$ cat src/rtl/core/rk4ep_pkg.sv
// Shared widths, codes and controller/datapath types of the RK4 epidemic stepper.
package rk4ep_pkg;

  // Field widths.
  localparam int unsigned POP_W     = 32;  // signed Q2.30 populations
  localparam int unsigned RATE_W    = 16;  // unsigned Q0.16 rates and step size
  localparam int unsigned TIME_W    = 32;  // unsigned Q16.16 elapsed time
  localparam int unsigned CFG_IDX_W = 2;

  // Fraction bits.
  localparam int unsigned FRAC_POP  = 30;
  localparam int unsigned FRAC_RATE = 16;

  // Internal widths.
  localparam int unsigned PROD_W   = 64;  // registered product
  localparam int unsigned DER_W    = 34;  // p, bsi, gi, bsi-gi, ds, di
  localparam int unsigned ACC_W    = 37;  // dx1 + 2dx2 + 2dx3 + dx4
  localparam int unsigned DIV_W    = 40;  // |acc| + 3, then quotient
  localparam int unsigned DIV_BITS = 8;   // quotient bits per cycle
  localparam int unsigned DIV_CYC  = DIV_W / DIV_BITS;
  localparam int unsigned DIV_CNT_W = $clog2(DIV_CYC);

  // Opcodes.
  localparam logic OPC_STEP = 1'b0;
  localparam logic OPC_LOAD = 1'b1;

  // Configuration register indexes.
  localparam logic [CFG_IDX_W-1:0] CFG_INFECTION_RATE = 2'd0;
  localparam logic [CFG_IDX_W-1:0] CFG_RECOVERY_RATE  = 2'd1;
  localparam logic [CFG_IDX_W-1:0] CFG_STEP_SIZE      = 2'd2;

  // Configuration reset values.
  localparam logic [RATE_W-1:0] INFECTION_RATE_RST = 16'd0;
  localparam logic [RATE_W-1:0] RECOVERY_RATE_RST  = 16'd5243;
  localparam logic [RATE_W-1:0] STEP_SIZE_RST      = 16'd655;

  // RK stage numbering.
  localparam logic [1:0] STAGE_FIRST = 2'd0;
  localparam logic [1:0] STAGE_FULL  = 2'd2;  // third stage: next argument takes full dx
  localparam logic [1:0] STAGE_LAST  = 2'd3;

  typedef enum logic [3:0] {
    ST_IDLE,
    ST_MUL_SI,
    ST_MUL_GI,
    ST_MUL_BP,
    ST_RND_B,
    ST_MUL_BD,
    ST_MUL_DD,
    ST_RND_D,
    ST_UPD,
    ST_DIV_PREP,
    ST_DIV,
    ST_FIN,
    ST_PUSH
  } ctl_state_e;

  typedef enum logic [3:0] {
    OP_NONE,
    OP_LOAD,
    OP_START,
    OP_MUL_SI,
    OP_MUL_GI,
    OP_MUL_BP,
    OP_RND_B,
    OP_MUL_BD,
    OP_MUL_DD,
    OP_RND_D,
    OP_UPD,
    OP_DIV_PREP,
    OP_DIV,
    OP_FIN,
    OP_PUSH
  } dp_op_e;

  typedef struct packed {
    dp_op_e     op;
    logic [1:0] stage;
  } cmd_t;

endpackage

$ cat src/rtl/core/rk4ep_ctl.sv
// Sequencer of the RK4 step: stage loop, divide loop and result hand-off.
module rk4ep_ctl (
  input  logic            clk_i,
  input  logic            rst_ni,
  input  logic            in_valid_i,
  input  logic            in_opcode_i,
  input  logic            out_ready_i,
  output logic            in_ready_o,
  output logic            out_valid_o,
  output rk4ep_pkg::cmd_t cmd_o
);
  import rk4ep_pkg::*;

  ctl_state_e             state_q, state_d;
  logic [1:0]             stage_q, stage_d;
  logic [DIV_CNT_W-1:0]   div_cnt_q, div_cnt_d;
  logic                   out_valid_q, out_valid_d;
  logic                   out_free;

  assign out_free    = !out_valid_q || out_ready_i;
  assign in_ready_o  = (state_q == ST_IDLE);
  assign out_valid_o = out_valid_q;

  always_ff @(posedge clk_i or negedge rst_ni) begin
    if (!rst_ni) begin
      state_q     <= ST_IDLE;
      stage_q     <= STAGE_FIRST;
      div_cnt_q   <= '0;
      out_valid_q <= 1'b0;
    end else begin
      state_q     <= state_d;
      stage_q     <= stage_d;
      div_cnt_q   <= div_cnt_d;
      out_valid_q <= out_valid_d;
    end
  end

  always_comb begin
    state_d     = state_q;
    stage_d     = stage_q;
    div_cnt_d   = div_cnt_q;
    out_valid_d = out_valid_q && !out_ready_i;
    cmd_o.op    = OP_NONE;
    cmd_o.stage = stage_q;
    unique case (state_q)
      ST_IDLE: begin
        if (in_valid_i) begin
          stage_d = STAGE_FIRST;
          if (in_opcode_i == OPC_LOAD) begin
            cmd_o.op = OP_LOAD;
            state_d  = ST_PUSH;
          end else begin
            cmd_o.op = OP_START;
            state_d  = ST_MUL_SI;
          end
        end
      end
      ST_MUL_SI: begin
        cmd_o.op = OP_MUL_SI;
        state_d  = ST_MUL_GI;
      end
      ST_MUL_GI: begin
        cmd_o.op = OP_MUL_GI;
        state_d  = ST_MUL_BP;
      end
      ST_MUL_BP: begin
        cmd_o.op = OP_MUL_BP;
        state_d  = ST_RND_B;
      end
      ST_RND_B: begin
        cmd_o.op = OP_RND_B;
        state_d  = ST_MUL_BD;
      end
      ST_MUL_BD: begin
        cmd_o.op = OP_MUL_BD;
        state_d  = ST_MUL_DD;
      end
      ST_MUL_DD: begin
        cmd_o.op = OP_MUL_DD;
        state_d  = ST_RND_D;
      end
      ST_RND_D: begin
        cmd_o.op = OP_RND_D;
        state_d  = ST_UPD;
      end
      ST_UPD: begin
        cmd_o.op = OP_UPD;
        if (stage_q == STAGE_LAST) begin
          state_d = ST_DIV_PREP;
        end else begin
          stage_d = stage_q + 2'd1;
          state_d = ST_MUL_SI;
        end
      end
      ST_DIV_PREP: begin
        cmd_o.op  = OP_DIV_PREP;
        div_cnt_d = '0;
        state_d   = ST_DIV;
      end
      ST_DIV: begin
        cmd_o.op  = OP_DIV;
        div_cnt_d = div_cnt_q + 1'b1;
        if (div_cnt_q == DIV_CNT_W'(DIV_CYC - 1)) begin
          state_d = ST_FIN;
        end
      end
      ST_FIN: begin
        cmd_o.op = OP_FIN;
        state_d  = ST_PUSH;
      end
      ST_PUSH: begin
        // wait for the result register to drain
        if (out_free) begin
          cmd_o.op    = OP_PUSH;
          out_valid_d = 1'b1;
          state_d     = ST_IDLE;
        end
      end
      default: begin
        state_d = ST_IDLE;
      end
    endcase
  end

endmodule

$ cat config.mk
export PLATFORM = sky130hd
export DESIGN_NAME = rk4ep_ctl
export DESIGN_NICKNAME = d
export VERILOG_FILES = /design/src/rtl/core/rk4ep_pkg.sv /design/src/rtl/core/rk4ep_ctl.sv
export SDC_FILE = /design/constraint.sdc
export NUM_CORES = 1
export LEC_CHECK = 0
export ABC_AREA = 1
export BUFFER_PORTS_ARGS = -buffer_cell sky130_fd_sc_hd__clkbuf_2
export CAP_MARGIN = 20
export CORE_AREA = 2 2 39 41
export DETAILED_ROUTE_END_ITERATION = 16
export DIE_AREA = 0 0 41 43
export GPL_TIMING_DRIVEN = 0
export HOLD_SLACK_MARGIN = 0.02
export PLACE_DENSITY = 0.84
export SYNTH_ARGS = -nofsm -noshare
export SYNTH_HDL_FRONTEND = slang
export SYNTH_SLANG_ARGS = --single-unit
$ cat constraint.sdc
create_clock -name clk_i -period 3.16 [get_ports clk_i]
set_clock_uncertainty 0.2 [all_clocks]
set_input_delay 0.632 -clock clk_i [delete_from_list [all_inputs] [get_ports clk_i]]
set_output_delay 0.632 -clock clk_i [all_outputs]
set_load 0.02 [all_outputs]
# After elaboration in Yosys (flattened, before gate mapping)
# Cells that the tools add are included.
op_classes:
  add_sub_neg: 2
  mul: 0
  div_mod_pow: 0
  n_lt_le_gt_ge: 0
  n_eq_ne: 18
  n_shift: 0
  n_mux: 16
  n_bitwise: 0
  reduce_logical: 9
op_table:
  columns: ["cell", "n"]
  rows:
  - ["$pmux 4 s13", 2]
  - ["$mux 4", 6]
  - ["$eq 4x4->1 const B", 5]
  - ["$eq 4x3->1 const B", 4]
  - ["$eq 4x2->1 const B", 2]
  - ["$mux 2", 4]
  - ["$ne 2x2->1 const B", 4]
  - ["$pmux 3 s2", 1]
  - ["$reduce_and 3->1", 2]
  - ["$eq 4x1->1 const B", 1]
  - ["$logic_not 4->1", 1]
  - ["$pmux 2 s2", 1]
  - ["$reduce_bool 2->1", 2]
  - ["$add 3x1->3 const B", 1]
  - ["$eq 3x3->1 const B", 1]
  - ["$add 2x1->2 const B", 1]
  - ["$eq 2x2->1 const B", 1]
  - ["$logic_not 1->1", 2]
  - ["$mux 1", 2]
  - ["$logic_and 1x1->1", 1]
  - ["$logic_or 1x1->1", 1]
totals:
  register_bits: 10
  latchBits: 0
  ram_bits: 0
  romBits: 0
  input_bits: 5
  out_inout_bits: 8
  mem_count: 0

# Depth between registers and ports, before layout
# Gate-level depths: netlist (run 1).
depth:
  word_depth: 4
  mapped_depth: 8
  mapped_depth_nobuf: 8

# Worst setup path before layout (run 1)
# No wires, ideal clock.
synth_timing:
  kind: "reg-to-output"
  from: "register state_q[1]"
  to: "output port cmd_o[2] (netlist name)"
  arrival_ns: 1.159
  required_time_ns: 2.328
  slack_ns: 1.169
  path_stages_with_launch: 6
  path_buffers: 0
  cell_sequence: "dfrtp_1 -> nor2_4 -> nand3_2 -> inv_2 -> nand2_1 -> a21oi_2"
synth_lines:
  columns: ["item", "line_no", "rtl"]
  rows:
  - ["from (decl)", "rk4ep_ctl.sv:14", "ctl_state_e state_q, state_d;"]
  - ["from (signal assigned)", "rk4ep_ctl.sv:31", "state_q <= state_d;"]
  - ["to (decl)", "rk4ep_ctl.sv:10", "output rk4ep_pkg::cmd_t cmd_o"]

==> run_results.csv, run 1 <==
group,metric,value,unit
synthesis,synth_mux_area_share,0,%
synthesis,yosysWarningCount,0,
drt,dr.pass1.iters,4,
cts,cts_root_buf,"clkbuf_4",
drt,drt_wl_total,1441,um
sta,fin_setup_tns,0,ns
synthesis,synth_xor_area_share,1.224,%
sta,setup_slack,0.7247,ns
die,core-area,1384,um^2
synthesis,synth_top_family_by_area,"simple AND/OR/NAND/NOR gates",
cells_and_area,drive_gt1_share,28.45,%
synthesis,synth_seq_area_share,34.97,%
synthesis,ys_types,22,
synthesis,yosys.area_share.simple,43.71,%
cells_and_area,area_growth_syn_to_layout,17.66,%
die,initial_utilization,51.72,%
cts,cts_resized,0,
critical_path,crit_chain,"nor2_4, nand3_2, inv_2, nand2_1, a21oi_2, clkbuf_2",
global_route,grt_pass1_wl,2539,um
placement,gp_congestion,0.8010,
synthesis,yosys-top-cells-count,"nand2_1 (30), dfrtp_1 (10), inv_1 (10), nand3_1 (9), nor2_1 (7)",
drt,remaining_drc_errors,0,
synthesis,syn_inst,99,
sta,fmax,410.6,MHz
hold_path,min_from,"div_cnt_q[0]",
cts,cts_sinks,10,
placement,preCtsSetupSlack,1.017,ns
synthesis,synth_area_per_cell,7.229,um^2
sta,fin_crit_sh,77.07,%
sta,grt_setup_unrepaired,"false",
global_route,overflow,0,
die,die_w,41,um
synthesis,synth_adder_area_share,5.245,%
status,status,"completed",
global_route,grt_usage,21.24,%
placement,place_hpwl,1150,um
power_and_ir_drop,powerDensity,1007,nW/um^2
global_route,antenna_found_initial,0,
power_and_ir_drop,p_leak,0.4725,nW
synthesis,synth-compound-area-share,6.818,%
critical_path,r2r_start,"state_q[1]",
synthesis,synthArstFlopShare,100.0,%
synthesis,synth_area,715.7,um^2
synthesis,yosys-top-cells-area,"dfrtp_1 (35%), nand2_1 (16%), nand3_1 (6.3%), ha_1 (5.2%), inv_1 (5.2%)",
critical_path,slowest_delay,0.47,ns
cts,insertion_delay,0.29,ns
cells_and_area,fill_cells,125,
drt,avgViaCountPerCell,5.129,
die,io-pin-count,13,
die,die_y,43,um
synthesis,synth-edff-count,0,
global_route,grt_pass1_vias,636,
critical_path,arrival,1.60,ns
die,dieArea,1763,um^2
critical_path,slowest_stage,"dfrtp_1",
cts,cts_tree,"yes",
synthesis,ys.flop_type,"dfrtp_1",
sta,tightestPinTransition,0.3123,ns
sta,finalSetupViolCount,0,
critical_path,cp-start-kind,"flop",
placement,dpl-instance-area,795.8,um^2
cts,cts_max_path_buffers,2,
job,cap_violations,0,
cts,cts_hold_buf,1,
sta,finalHoldViolCount,0,
cts,cts_buffers,3,
synthesis,yosys.area.top_type,"dfrtp_1",
synthesis,synth_most_common_cell,"nand2_1",
drt,vias,677,
synthesis,syn-num-nets,107,
power_and_ir_drop,peakVddDrop,0.0005784,V
hold_path,min_path_type,"flop to flop",
drt,routedWlPerCell,10.92,um
placement,io_buffers,12,
cells_and_area,antenna_cells,0,
die,rows,14,
critical_path,critPathKind,"flop to primary output",
cells_and_area,layout.nets,125,
synthesis,yosys.area.top_type_share,34.97,%
cts,cts_setup_buffers,0,
drt,first_iter_violations,8,
global_route,grt_max_degree,11,
cells_and_area,final_cell_area,842.1,um^2
cts,htreeDepth,1,
cells_and_area,utilization,60.85,%
critical_path,endpoint_kind,"primary output",
cts,clkTransAtPathRegs,0.08,ns
synthesis,ys_seq_elements,10,
sta,relSlewSlack,79.15,%
critical_path,critical_path.max_fanout,9,
sta,finalMaxSlewViolations,0,
critical_path,cp.required,2.33,ns
sta,period_needed,2.435,ns
critical_path,critPathLaunch,"state_q[1]",
drt,ant_nets,0,
state kept, by name, summed over array words and instances, names as in the netlist:
name         count
stage_q          2
div_cnt_q        3
out_valid_o      1
state_q          4
worst paths after layout:
path / depth (start not counted) / slack [ns] / endpoint
worst min register to register: 1 / 0.32 / div_cnt_q[0]
worst max register to register: 6 / 1.68 / stage_q[1]
worst min-delay path: 1 / 0.32 / div_cnt_q[0]
worst max-delay path: 6 / 0.72 / cmd_o[2]
min in group asynchronous: 2 / 0.54 / state_q[1]
max in group asynchronous: 2 / 2.00 / div_cnt_q[1]
logic make-up after synthesis:
family	after synthesis
xor gates and xnor gates	1
adders and majority gates	3
AOI/OAI and AO/OA	9
and+or+nand+nor	61
buffers and inverters	15
DFF	10
metal layers:
layer / vias up / wire length [um] / part of all wire [%] / GRT usage, %
met4: 0 / 31 / 2.2 / 10.00
met2: 22 / 699 / 49 / 33.13
li1: 347 / - / - / -
met3: 5 / 82 / 5.7 / 4.712
met5: - / 0 / 0 / 0
met1: 303 / 626 / 43 / 26.42
final cells by class:
type | count | area [um^2] | area share [%]
tap | 16 | 20.02 | 2.377
timing repair buffer | 13 | 70.07 | 8.321
multi-input combinational | 74 | 407.9 | 48.44
inverter | 15 | 57.56 | 6.835
sequential | 10 | 250.2 | 29.72
clock buffer | 4 | 36.28 | 4.309
cells in the final DEF (no fill, tap or decap), types with 2 or more instances in the layout:
| master | instances |
|---|---|
| nand2_1 | 30 |
| clkbuf_2 | 12 |
| inv_1 | 10 |
| dfrtp_1 | 10 |
| nand3_1 | 9 |
| nor2_1 | 7 |
| o21ai_1 | 5 |
| nor2_2 | 3 |
| nand2_2 | 3 |
| inv_2 | 3 |
| nand3_2 | 3 |
| ha_1 | 3 |
| clkbuf_4 | 3 |
| nor2_4 | 2 |
| o21ai_0 | 2 |
worst max-delay path: cells and delay by family (launching register included):
| kind | cells | cell delay, ns |
|---|---|---|
| and+or+nand+nor | 3 | 0.49 |
| buffers and inverters | 2 | 0.25 |
| DFF | 1 | 0.47 |
| AOI/OAI and AO/OA | 1 | 0.10 |
through the flow:
stage / power, mW / instances / hold WS [ns]
CTS: 0.8501 / 132 / 0.3230
finish: 0.8477 / 132 / 0.3180
global placement: 0.7084 / 127 / 0.2841
detailed placement: 0.7261 / 127 / 0.3106
global route: 0.9255 / 132 / 0.3349
floorplan: 0.6060 / 99 / 0.1364
power by group:
group          switching [mW]  internal (mW)
clock network          0.0557         0.0702
registers              0.0663          0.177
logic                   0.314          0.165
(Power assumes the default switching activity.)
==> run 2, diff against run 1 <==
--- a/config.mk
+++ b/config.mk
@@ -8,12 +8,12 @@
 export ABC_AREA = 1
 export BUFFER_PORTS_ARGS = -buffer_cell sky130_fd_sc_hd__clkbuf_2
 export CAP_MARGIN = 20
-export CORE_AREA = 2 2 39 41
+export CORE_MARGIN = 2
+export CORE_UTILIZATION = 47
 export DETAILED_ROUTE_END_ITERATION = 16
-export DIE_AREA = 0 0 41 43
 export GPL_TIMING_DRIVEN = 0
 export HOLD_SLACK_MARGIN = 0.02
-export PLACE_DENSITY = 0.84
+export PLACE_DENSITY = 0.79
 export SYNTH_ARGS = -nofsm -noshare
 export SYNTH_HDL_FRONTEND = slang
 export SYNTH_SLANG_ARGS = --single-unit
==> constraint.sdc (replaced) <==
create_clock -name clk_i -period 2.1 [get_ports clk_i]
set_clock_uncertainty 0.2 [all_clocks]
set_input_delay 0.42 -clock clk_i [delete_from_list [all_inputs] [get_ports clk_i]]
set_output_delay 0.42 -clock clk_i [all_outputs]
set_load 0.02 [all_outputs]
==> run 2 against run 1 <==
Compared with the run above:
- via count grew 4.1%
- count of clock-buffer cells in the layout is 1 lower
- global-route usage fell by 3.6 points
- clock power barely moved
- critical path depth did not move
- first-iteration DRC count up 110%
- largest power group unchanged
- highest routed layer unchanged
==> run_results.csv, run 2 (synthesis gave the netlist of run 1 again) <==
group,metric,value,unit
sta,finalSetupViolCount,0,
cells_and_area,layout_common_cells,"nand2_1 (30), inv_1 (10), clkbuf_2 (10), buf_4 (10), nand3_1 (9)",
drt,dr.pass1.iters,4,
cts,cts_sinks,10,
drt,routedWlPerCell,10.94,um
power_and_ir_drop,p_leak,0.5052,nW
cts,htreeDepth,1,
die,initial_utilization,48.64,%
cells_and_area,layout_commonest_cell,"nand2_1",
cts,cts_root_buf,"clkbuf_4",
critical_path,critical_path.max_fanout,5,
global_route,grt_pass1_wl,2415,um
cts,cts_buffers,3,
sta,fin_crit_sh,95.48,%
sta,tightestPinTransition,0.2717,ns
sta,setup_slack,0.09501,ns
drt,drt_wl_total,1520,um
global_route,grt_busiest_layer,"met2",
cells_and_area,area_growth_syn_to_layout,26.22,%
global_route,grt_max_degree,11,
die,rows,14,
status,status,"completed",
cells_and_area,regMostFlops,"state_q",
critical_path,endpoint_kind,"primary output",
die,die_w,43.02,um
drt,first_iter_violations,17,
drt,remaining_drc_errors,0,
sta,relSlewSlack,81.89,%
sta,fin_setup_tns,0,ns
die,io-pin-count,13,
global_route,gr-usage-met3,7.234,%
cts,clkTransAtPathRegs,0.06,ns
sta,fmax,498.8,MHz
placement,gp_congestion,0.8104,
placement,place_hpwl,1117,um
critical_path,cp-start-kind,"flop",
critical_path,slowest_stage,"dfrtp_2",
cells_and_area,top_regs,"state_q (4), div_cnt_q (3), stage_q (2)",
die,dieArea,1851,um^2
global_route,use_met2,27.88,%
cells_and_area,fin_cells,139,
hold_path,min_path_type,"primary input to flop",
power_and_ir_drop,peakVddDrop,0.0007480,V
placement,dp_cells,127,
critical_path,arrival,1.38,ns
cells_and_area,layout.nets,133,
critical_path,slowest_delay,0.46,ns
global_route,grtUsageMet1,21.22,%
sta,finalHoldViolCount,0,
cells_and_area,fill_cells,135,
placement,io_buffers,12,
die,core-area,1471,um^2
global_route,overflow,0,
die,die_y,43.02,um
cells_and_area,multiInputGateArea,415.4,um^2
cts,insertion_delay,0.26,ns
global_route,antenna_found_initial,0,
cts,cts_max_path_buffers,2,
critical_path,crit_chain,"nor2_4, nand2_2, nor2_2, nand2_1, nand3_1, buf_4",
drt,vias,705,
drt,ant_nets,0,
cells_and_area,largest_reg_flops,4,
drt,avgViaCountPerCell,5.072,
cells_and_area,utilization,61.39,%
critical_path,critPathKind,"flop to primary output",
global_route,grt_usage,17.59,%
cts,cts_tree,"yes",
sta,period_needed,2.005,ns
cells_and_area,antenna_cells,0,
global_route,grt_pass1_vias,583,
job,cap_violations,0,
sta,finalMaxSlewViolations,0,
power_and_ir_drop,powerDensity,1523,nW/um^2
cells_and_area,drive_gt1_share,34.96,%
placement,preCtsSetupSlack,0.1955,ns
cells_and_area,regArea,252.7,um^2
critical_path,cp.required,1.48,ns
sta,fin_hold_ws,0.2761,ns
run 2: cell count changes in the layout (fill, tap and decap cells not counted):
cell / before / now
clkbuf_8: 1 / 0
clkbuf_2: 12 / 10
dfrtp_2: 0 / 2
dfrtp_1: 10 / 8
buf_4: 0 / 10
nor2_1: 7 / 6
nor2_4: 2 / 3
run 2: what timing repair did:
action,CTS,global route
resized for setup,1,7
setup buffers,3,5
endpoints found under the hold margin,10,0
pin swaps,1,3
hold buffers,1,0
endpoints found under the setup margin,2,4
run 2: final timing paths:
kind,start,to,slack [ns],cells after the start
min reg2reg,div_cnt_q[0],div_cnt_q[0],0.30,1
max,state_q[2],cmd_o[3],0.1,6
min,out_ready_i,state_q[2],0.28,4
min in group asynchronous,rst_ni,out_valid_o,0.36,2
max in group asynchronous,rst_ni,state_q[2],1.11,2
max reg2reg,state_q[1],stage_q[1],0.58,8
run 2: cell type report:
class / instances / area share (%)
clock buffer: 3 / 2.493
inverter: 15 / 6.371
multi-input combinational: 74 / 45.98
sequential: 10 / 27.98
tap: 16 / 2.216
timing repair buffer: 21 / 14.96
run 2: report_power, final:
| part | switching, mW | internal, mW | leakage, nW |
|---|---|---|---|
| Sequential | 0.102 | 0.270 | 0.128 |
| Combinational | 0.512 | 0.366 | 0.364 |
| Clock | 0.0602 | 0.0659 | 0.0138 |
run 2: critical path, delay by kind of cell, from the launching register on:
| kind | cells | cell delay, ns |
|---|---|---|
| simple gates | 5 | 0.53 |
| flops | 1 | 0.46 |
| buf+inv | 1 | 0.14 |
run 2: routing by layer:
layer	wire, um	up-vias
met5	0	-
met4	19	0
met3	88	2
met2	717	17
met1	694	322
li1	-	364
run 2: metrics by stage:
stage | area [um^2] | total power [mW]
floorplan | 715.7 | 0.9119
global placement | 795.8 | 1.069
detailed placement | 795.8 | 1.090
CTS | 855.8 | 1.276
global route | 903.4 | 1.495
finish | 903.4 | 1.376
